File: src/ptw_pkg.sv
package ptw_pkg;

    localparam int VA_BITS     = 38;
    localparam int XLEN        = 64;
    localparam int VPN_W       = 27;
    localparam int VPN_SLICE_W = 9;
    localparam int PPN_W       = 44;
    localparam int PADDR_W     = 56;
    localparam int PAGE_OFS_W  = 12;
    localparam int ENTRY_OFS_W = 3;
    localparam int LEVEL_W     = 2;
    localparam int STATUS_W    = 3;
    localparam int PTE_PPN_LSB = 10;
    localparam int PTE_V_BIT   = 0;
    localparam int PTE_U_BIT   = 4;

    localparam int APB_DATA_W  = 64;
    localparam int APB_ADDR_W  = 4;

    localparam int QUEUE_DEPTH = 2;
    localparam int QUEUE_PTR_W = (QUEUE_DEPTH > 1) ? $clog2(QUEUE_DEPTH) : 1;
    localparam int QUEUE_CNT_W = $clog2(QUEUE_DEPTH + 1);

    localparam logic [LEVEL_W-1:0] LEVEL_ROOT = 2'd2;
    localparam logic [LEVEL_W-1:0] LEVEL_MID  = 2'd1;
    localparam logic [LEVEL_W-1:0] LEVEL_LEAF = 2'd0;

    localparam logic OP_START    = 1'b0;
    localparam logic OP_RESPONSE = 1'b1;

    localparam logic KIND_REQUEST = 1'b0;
    localparam logic KIND_DONE    = 1'b1;

    localparam logic [STATUS_W-1:0] STATUS_OK         = 3'd0;
    localparam logic [STATUS_W-1:0] STATUS_OUT_RANGE  = 3'd1;
    localparam logic [STATUS_W-1:0] STATUS_NOT_MAPPED = 3'd2;
    localparam logic [STATUS_W-1:0] STATUS_NO_USER    = 3'd3;
    localparam logic [STATUS_W-1:0] STATUS_BUSY       = 3'd4;

    // register index is the upper byte address bit (8-byte spacing)
    localparam logic REG_ROOT_TABLE_PPN = 1'b0;

    // classified word handed from the front to the back
    typedef struct packed {
        logic                is_resp;
        logic                out_of_range;
        logic [VPN_W-1:0]    vpn;
        logic [PPN_W-1:0]    pte_ppn;
        logic                pte_v;
        logic                pte_u;
    } ptw_item_t;

    typedef struct packed {
        logic                kind;
        logic [PADDR_W-1:0]  entry_addr;
        logic [PADDR_W-1:0]  page_addr;
        logic [STATUS_W-1:0] status;
    } ptw_result_t;

    function automatic logic [VPN_SLICE_W-1:0] vpn_slice(
        input logic [VPN_W-1:0]   vpn,
        input logic [LEVEL_W-1:0] level
    );
        logic [VPN_SLICE_W-1:0] s;
        case (level)
            LEVEL_LEAF: s = vpn[VPN_SLICE_W-1:0];
            LEVEL_MID:  s = vpn[2*VPN_SLICE_W-1:VPN_SLICE_W];
            LEVEL_ROOT: s = vpn[3*VPN_SLICE_W-1:2*VPN_SLICE_W];
            default:    s = '0;
        endcase
        return s;
    endfunction

    // table base plus index times 8; the index never carries into the ppn
    function automatic logic [PADDR_W-1:0] entry_addr_of(
        input logic [PPN_W-1:0]       ppn,
        input logic [VPN_SLICE_W-1:0] idx
    );
        return {ppn, idx, {ENTRY_OFS_W{1'b0}}};
    endfunction

endpackage

File: src/sv39_page_table_walker_top.sv
// Sv39 three-level page table walker, 4 KiB pages only. Push a start word
// (operation 0) with a virtual address; the walker answers with an entry read
// request (kind 0) for the root table, and each response word (operation 1)
// carrying the fetched entry yields the next request or the finished result
// (kind 1, with status and page address). Addresses at or above 2^VA_BITS and
// starts during a running walk finish at once; responses while idle are
// dropped. One word is accepted per cycle on the input side while the input
// queue is not full, and one result word can leave per cycle: a two-entry
// input queue feeds a combinational walk step that writes a two-entry result
// queue, and the step waits while that queue is full. The root table ppn
// register sits at APB address 0 and is to be written only while no walk is running.
module sv39_page_table_walker_top
    import ptw_pkg::*;
(
    input  logic                  clk,
    input  logic                  rst_n,
    input  logic                  psel,
    input  logic                  penable,
    input  logic                  pwrite,
    input  logic [APB_ADDR_W-1:0] paddr,
    input  logic [APB_DATA_W-1:0] pwdata,
    output logic [APB_DATA_W-1:0] prdata,
    output logic                  pready,
    input  logic                  push,
    output logic                  full,
    input  logic                  operation,
    input  logic [XLEN-1:0]       virt_addr,
    input  logic [XLEN-1:0]       table_entry,
    output logic                  empty,
    input  logic                  pop,
    output logic                  kind,
    output logic [PADDR_W-1:0]    entry_addr,
    output logic [PADDR_W-1:0]    page_addr,
    output logic [STATUS_W-1:0]   status
);

    logic [PPN_W-1:0] root_ppn_reg;
    logic             cfg_write;
    logic             reg_sel;
    logic             item_valid;
    logic             item_take;
    ptw_item_t        item;
    ptw_result_t      result;

    assign pready    = 1'b1;
    assign reg_sel   = paddr[APB_ADDR_W-1];
    assign cfg_write = psel && penable && pwrite && pready;

    always_comb
    begin
        prdata = '0;
        if (reg_sel == REG_ROOT_TABLE_PPN)
        begin
            prdata = APB_DATA_W'(root_ppn_reg);
        end
    end

    always_ff @(posedge clk or negedge rst_n)
    begin
        if (!rst_n)
        begin
            root_ppn_reg <= '0;
        end
        else if (cfg_write && reg_sel == REG_ROOT_TABLE_PPN)
        begin
            root_ppn_reg <= pwdata[PPN_W-1:0];
        end
    end

    ptw_front u_front (
        .clk         (clk),
        .rst_n       (rst_n),
        .push        (push),
        .operation   (operation),
        .virt_addr   (virt_addr),
        .table_entry (table_entry),
        .full        (full),
        .item_valid  (item_valid),
        .item        (item),
        .item_take   (item_take)
    );

    ptw_back u_back (
        .clk        (clk),
        .rst_n      (rst_n),
        .root_ppn   (root_ppn_reg),
        .item_valid (item_valid),
        .item       (item),
        .item_take  (item_take),
        .empty      (empty),
        .result     (result),
        .pop        (pop)
    );

    assign kind       = result.kind;
    assign entry_addr = result.entry_addr;
    assign page_addr  = result.page_addr;
    assign status     = result.status;

endmodule

File: src/ptw_front.sv
module ptw_front
    import ptw_pkg::*;
(
    input  logic             clk,
    input  logic             rst_n,
    input  logic             push,
    input  logic             operation,
    input  logic [XLEN-1:0]  virt_addr,
    input  logic [XLEN-1:0]  table_entry,
    output logic             full,
    output logic             item_valid,
    output ptw_item_t        item,
    input  logic             item_take
);

    ptw_item_t              entries_reg [QUEUE_DEPTH];
    logic [QUEUE_PTR_W-1:0] wr_ptr_reg, wr_ptr_next;
    logic [QUEUE_PTR_W-1:0] rd_ptr_reg, rd_ptr_next;
    logic [QUEUE_CNT_W-1:0] count_reg, count_next;
    ptw_item_t              classified;
    logic                   do_push;
    logic                   do_pop;

    assign full       = (count_reg == QUEUE_CNT_W'(QUEUE_DEPTH));
    assign item_valid = (count_reg != '0);
    assign item       = entries_reg[rd_ptr_reg];
    assign do_push    = push && !full;
    assign do_pop     = item_take && item_valid;

    always_comb
    begin
        classified.is_resp      = (operation == OP_RESPONSE);
        classified.out_of_range = (virt_addr[XLEN-1:VA_BITS] != '0);
        classified.vpn          = virt_addr[PAGE_OFS_W+VPN_W-1:PAGE_OFS_W];
        classified.pte_ppn      = table_entry[PTE_PPN_LSB+PPN_W-1:PTE_PPN_LSB];
        classified.pte_v        = table_entry[PTE_V_BIT];
        classified.pte_u        = table_entry[PTE_U_BIT];
    end

    always_comb
    begin
        wr_ptr_next = wr_ptr_reg;
        rd_ptr_next = rd_ptr_reg;
        count_next  = count_reg;
        if (do_push)
        begin
            wr_ptr_next = (wr_ptr_reg == QUEUE_PTR_W'(QUEUE_DEPTH - 1)) ?
                          '0 : wr_ptr_reg + 1'b1;
        end
        if (do_pop)
        begin
            rd_ptr_next = (rd_ptr_reg == QUEUE_PTR_W'(QUEUE_DEPTH - 1)) ?
                          '0 : rd_ptr_reg + 1'b1;
        end
        if (do_push && !do_pop)
        begin
            count_next = count_reg + 1'b1;
        end
        else if (do_pop && !do_push)
        begin
            count_next = count_reg - 1'b1;
        end
    end

    always_ff @(posedge clk or negedge rst_n)
    begin
        if (!rst_n)
        begin
            wr_ptr_reg <= '0;
            rd_ptr_reg <= '0;
            count_reg  <= '0;
        end
        else
        begin
            wr_ptr_reg <= wr_ptr_next;
            rd_ptr_reg <= rd_ptr_next;
            count_reg  <= count_next;
        end
    end

    always_ff @(posedge clk)
    begin
        if (do_push)
        begin
            entries_reg[wr_ptr_reg] <= classified;
        end
    end

    a_count_bound: assert property (@(posedge clk) disable iff (!rst_n)
        count_reg <= QUEUE_CNT_W'(QUEUE_DEPTH))
        else $error("input queue count overflow");

    a_push_fills: assert property (@(posedge clk) disable iff (!rst_n)
        (push && !full) |=> (count_reg != '0))
        else $error("accepted word missing from input queue");

endmodule

File: src/ptw_back.sv
module ptw_back
    import ptw_pkg::*;
(
    input  logic             clk,
    input  logic             rst_n,
    input  logic [PPN_W-1:0] root_ppn,
    input  logic             item_valid,
    input  ptw_item_t        item,
    output logic             item_take,
    output logic             empty,
    output ptw_result_t      result,
    input  logic             pop
);

    logic                   walk_active_reg, walk_active_next;
    logic [LEVEL_W-1:0]     walk_level_reg, walk_level_next;
    logic [VPN_W-1:0]       held_vpn_reg, held_vpn_next;

    ptw_result_t            entries_reg [QUEUE_DEPTH];
    logic [QUEUE_PTR_W-1:0] wr_ptr_reg, wr_ptr_next;
    logic [QUEUE_PTR_W-1:0] rd_ptr_reg, rd_ptr_next;
    logic [QUEUE_CNT_W-1:0] count_reg, count_next;

    ptw_result_t            res;
    logic                   res_valid;
    logic                   out_full;
    logic                   do_push;
    logic                   do_pop;
    logic [LEVEL_W-1:0]     level_down;

    assign out_full   = (count_reg == QUEUE_CNT_W'(QUEUE_DEPTH));
    assign item_take  = item_valid && !out_full;
    assign empty      = (count_reg == '0);
    assign result     = entries_reg[rd_ptr_reg];
    assign do_push    = item_take && res_valid;
    assign do_pop     = pop && !empty;
    assign level_down = walk_level_reg - 1'b1;

    // one walk step per word
    always_comb
    begin
        walk_active_next = walk_active_reg;
        walk_level_next  = walk_level_reg;
        held_vpn_next    = held_vpn_reg;
        res              = '0;
        res_valid        = 1'b0;
        if (item_take)
        begin
            if (!item.is_resp)
            begin
                res_valid = 1'b1;
                res.kind  = KIND_DONE;
                if (walk_active_reg)
                begin
                    res.status = STATUS_BUSY;
                end
                else if (item.out_of_range)
                begin
                    res.status = STATUS_OUT_RANGE;
                end
                else
                begin
                    held_vpn_next    = item.vpn;
                    walk_level_next  = LEVEL_ROOT;
                    walk_active_next = 1'b1;
                    res.kind         = KIND_REQUEST;
                    res.entry_addr   = entry_addr_of(root_ppn,
                                                     vpn_slice(item.vpn, LEVEL_ROOT));
                end
            end
            else if (walk_active_reg)
            begin
                // stray responses while idle fall through with no result
                res_valid = 1'b1;
                res.kind  = KIND_DONE;
                if (!item.pte_v)
                begin
                    walk_active_next = 1'b0;
                    walk_level_next  = LEVEL_LEAF;
                    res.status       = STATUS_NOT_MAPPED;
                end
                else if (walk_level_reg != LEVEL_LEAF)
                begin
                    // valid upper entry is always a pointer, no superpages
                    walk_level_next = level_down;
                    res.kind        = KIND_REQUEST;
                    res.entry_addr  = entry_addr_of(item.pte_ppn,
                                                    vpn_slice(held_vpn_reg, level_down));
                end
                else
                begin
                    walk_active_next = 1'b0;
                    if (!item.pte_u)
                    begin
                        res.status = STATUS_NO_USER;
                    end
                    else
                    begin
                        res.status    = STATUS_OK;
                        res.page_addr = {item.pte_ppn, {PAGE_OFS_W{1'b0}}};
                    end
                end
            end
        end
    end

    always_comb
    begin
        wr_ptr_next = wr_ptr_reg;
        rd_ptr_next = rd_ptr_reg;
        count_next  = count_reg;
        if (do_push)
        begin
            wr_ptr_next = (wr_ptr_reg == QUEUE_PTR_W'(QUEUE_DEPTH - 1)) ?
                          '0 : wr_ptr_reg + 1'b1;
        end
        if (do_pop)
        begin
            rd_ptr_next = (rd_ptr_reg == QUEUE_PTR_W'(QUEUE_DEPTH - 1)) ?
                          '0 : rd_ptr_reg + 1'b1;
        end
        if (do_push && !do_pop)
        begin
            count_next = count_reg + 1'b1;
        end
        else if (do_pop && !do_push)
        begin
            count_next = count_reg - 1'b1;
        end
    end

    always_ff @(posedge clk or negedge rst_n)
    begin
        if (!rst_n)
        begin
            walk_active_reg <= 1'b0;
            walk_level_reg  <= LEVEL_LEAF;
            held_vpn_reg    <= '0;
            wr_ptr_reg      <= '0;
            rd_ptr_reg      <= '0;
            count_reg       <= '0;
        end
        else
        begin
            walk_active_reg <= walk_active_next;
            walk_level_reg  <= walk_level_next;
            held_vpn_reg    <= held_vpn_next;
            wr_ptr_reg      <= wr_ptr_next;
            rd_ptr_reg      <= rd_ptr_next;
            count_reg       <= count_next;
        end
    end

    always_ff @(posedge clk)
    begin
        if (do_push)
        begin
            entries_reg[wr_ptr_reg] <= res;
        end
    end

    a_idle_level: assert property (@(posedge clk) disable iff (!rst_n)
        !walk_active_reg |-> (walk_level_reg == LEVEL_LEAF))
        else $error("walk level left nonzero while idle");

    a_level_range: assert property (@(posedge clk) disable iff (!rst_n)
        walk_active_reg |-> (walk_level_reg <= LEVEL_ROOT))
        else $error("walk level beyond root");

    a_start_request: assert property (@(posedge clk) disable iff (!rst_n)
        (item_take && !item.is_resp && !walk_active_reg && !item.out_of_range)
        |=> (walk_active_reg && walk_level_reg == LEVEL_ROOT))
        else $error("accepted start did not begin a walk");

endmodule

File: config.mk
export PLATFORM = sky130hd
export DESIGN_NAME = sv39_page_table_walker_top
export DESIGN_NICKNAME = d
export VERILOG_FILES = /design/src/ptw_pkg.sv /design/src/sv39_page_table_walker_top.sv /design/src/ptw_front.sv /design/src/ptw_back.sv
export SDC_FILE = /design/constraint.sdc
export NUM_CORES = 1
export LEC_CHECK = 0
export BUFFER_PORTS_ARGS = -buffer_cell sky130_fd_sc_hd__buf_2
export CAP_MARGIN = 20
export CORE_AREA = 8 8 210 212
export DETAILED_ROUTE_END_ITERATION = 7
export DIE_AREA = 0 0 218 220
export PLACE_DENSITY_LB_ADDON = 0.12
export SYNTH_ARGS = -nofsm -noshare
export SYNTH_HDL_FRONTEND = slang
export SYNTH_HIERARCHICAL = 1
export SYNTH_SLANG_ARGS = --single-unit
export TNS_END_PERCENT = 20
File: constraint.sdc
create_clock -name clk -period 23.3 [get_ports clk]
set_input_delay 3.495 -clock clk [delete_from_list [all_inputs] [get_ports clk]]
set_output_delay 3.495 -clock clk [all_outputs]
set_load 0.05 [all_outputs]
==> metrics <==
Starting Density 44.4%; DR vias 9821; sequential-to-total area share from yosys stat 70.1%; DRT Pass-1 Iters 5; Max Cap Viol 0; hold depth 1; global-route usage over all layers 17.2%; clk slew on worst S/H paths 0.06 ns; crit path buf inv count 2; Antenna Nets Post-Route 0; CP startpoint kind input pin; Clock Latency Late Sink 0.56 ns; Final Cycle Share 35.4%; Worst Max-Slew Pin Slew 1.04 ns; Fin Hold WS 0.487 ns; clk_skew 0.0136 ns; TritonCTS clock tree done; status finished clean; layout cells sized above 1 46.7%; Post-Syn Area per Cell 16.9 um^2; Initial DRC Count 591; WL/cell 21.8 um; fillers 3402; pwr dens 153 mW/mm^2; Chip Width 218 um; Syn-to-layout area delta 18.4%; total core area 0.0406 mm^2; Syn Inst Count 1063; Crit. End Element output port; P_leak 8.26 nW; placed cells 1851; residual DRC count 0; Yosys cell types 46; min cycle time layout 8.25 ns; Hold Crit Class reg -> reg; Critical-path top delay cell buf_2; setup bufs post-CTS 0; Hold EP u_front/count_reg[1]; pre-CTS setup slack 14.94 ns; HP Start u_front/count_reg[1]; Site Rows 74; Nets 1582; CP delay by family, top buffers and inverters; VDD IR-drop max 86.8 uV; global-route wire length before repair 63000 um; final worst slack 15.05 ns; initial antenna violation count 5; Post-Syn Area 0.0180 mm^2; clock sinks 434; Slew HR 30.9%; largest net degree at the start of global routing 64; PortBufs 297; Max stage delay on crit path 0.70 ns; crit path kind in -> out; R2R Setup Slk 19.74 ns; post-DP HPWL 26500 um; Seq cells post-synth 434; worst path cell trace buf_2 > and2b_1 > buf_2; clk buf depth 3; DR vias/cell 5.06; routability congestion estimate 0.730; Fmax achieved 0.121 GHz; number of global-route vias before repair 10300; RR Startpoint u_front/rd_ptr_reg; max reg flops 202; cts bufs inserted 47; root buffer cell clkbuf_16; Critical Path Most Common Cell buf_2; total grt overflow 0; post-CTS sizing 0; # H-tree levels 2; RSZ-0062 raised after global routing no; post-route setup TNS 0 ns; io pins 387; fin. max-slew vios 0; # hold bufs at CTS 0; R2R cell count 5; setup violators final 0; reg2reg end u_back/entries_reg[1][62]; CP Max Fanout 45; Die H 220 um; Die Area 0.0480 mm^2; Arr. time, crit path 4.76 ns; Post-Layout Cell Count 1941; Worst EP required 19.81 ns; Routed Wire Length 42300 um; Hold Fails Final Rpt 0; Synth warnings 6
## how the worst max path moves through the flow
stage / startpoint / to / slack (ns) / cells after the start
global route: paddr[3] / prdata[41] / 14.96 / 3
detailed placement: paddr[3] / prdata[43] / 14.94 / 3
floorplan: u_front/rd_ptr_reg / u_back/entries_reg[0][0] / 14.66 / 4
global placement: paddr[3] / prdata[43] / 15.07 / 3
CTS: paddr[3] / prdata[41] / 15.03 / 3
finish: paddr[3] / prdata[41] / 15.05 / 3
## through the flow
| stage | util [%] | cell area (um^2) | power (mW) |
|---|---|---|---|
| finish | 52.6 | 21300 | 3.26 |
| detailed placement | 48.9 | 19800 | 2.61 |
| floorplan | - | 18100 | 2.28 |
| global placement | 48.9 | 19800 | 2.59 |
| global route | 52.6 | 21300 | 3.42 |
| CTS | 52.5 | 21300 | 3.31 |
## where the power goes
part	leakage (nW)	internal [mW]	switching [mW]	total, mW
logic	3.26	0.387	0.929	1.32
clock network	0.697	0.404	0.290	0.694
registers	4.31	1.16	0.0966	1.25
total	8.26	1.95	1.32	3.26
## cell usage in the layout (no fill, tap or decap), drive strengths merged, types with 11 or more instances in the layout
| master | netlist | layout |
|---|---|---|
| dfrtp | 82 | 82 |
| and2 | 46 | 46 |
| clkbuf | 15 | 66 |
| conb | 3 | 36 |
| clkinv | 0 | 17 |
| a21oi | 11 | 11 |
| mux2 | 248 | 248 |
| nor2 | 69 | 69 |
| buf | 75 | 314 |
| a22oi | 44 | 44 |
| nor2b | 40 | 40 |
| edfxtp | 352 | 352 |
## synthesized netlist by cell type (all sizes together)
library cell  number  area (um^2)
and3               2         12.5
mux2             248         2870
xor2               4         35.0
ha                 9          113
or4                1         11.3
nand4              1         6.26
or2                1         6.26
edfxtp           352        10600
conb               3         11.3
nor4               7         58.8
a222oi             9         90.1
and2              46          288
inv                9         36.3
dfrtp             82         2050
a21oi             11         55.1
clkbuf            15         56.3
nand2b             2         12.5
nor2b             40          250
nand3b             1         7.51
buf               75          557
and2b              4         30.0
o32a               1         10.0
a22oi             44          350
nor3               4         35.0
a211oi             1         7.51
xnor2              6         52.6
o21ai              5         36.3
mux2i              1         10.0
a31oi              1         6.26
nand2              3         11.3
nand3              4         20.0
nand4b             2         32.5
nor2              69          307
## metal layers
metal	up-vias	GRT usage, %	wire (um)
li1	4537	-	-
met1	4997	21.9	18000
met2	231	29.4	21400
met3	52	4.11	2270
met4	4	4.21	694
met5	-	0	20
## cell type report
| class | count | area, um^2 | area share (%) |
|---|---|---|---|
| multi-input combinational | 563 | 4890 | 22.9 |
| clock inverter | 20 | 116 | 0.546 |
| antenna | 3 | 7.51 | 0.0352 |
| sequential | 434 | 12600 | 59.3 |
| clock buffer | 66 | 1320 | 6.19 |
| inverter | 9 | 36.3 | 0.170 |
| tap | 532 | 666 | 3.12 |
| timing repair buffer | 314 | 1650 | 7.74 |
## logic make-up after synthesis
logic type                 after synthesis  synth area share [%]
DFF                                    434                  70.1
muxes                                  249                  16.0
and+or+nand+nor                        187                  6.05
buffers and inverters                   99                  3.61
AOI/OAI and AO/OA                       72                  3.09
xor gates and xnor gates                10                 0.486
adders and majority gates                9                 0.625
other                                    3                0.0625
(Power assumes the default switching activity.)
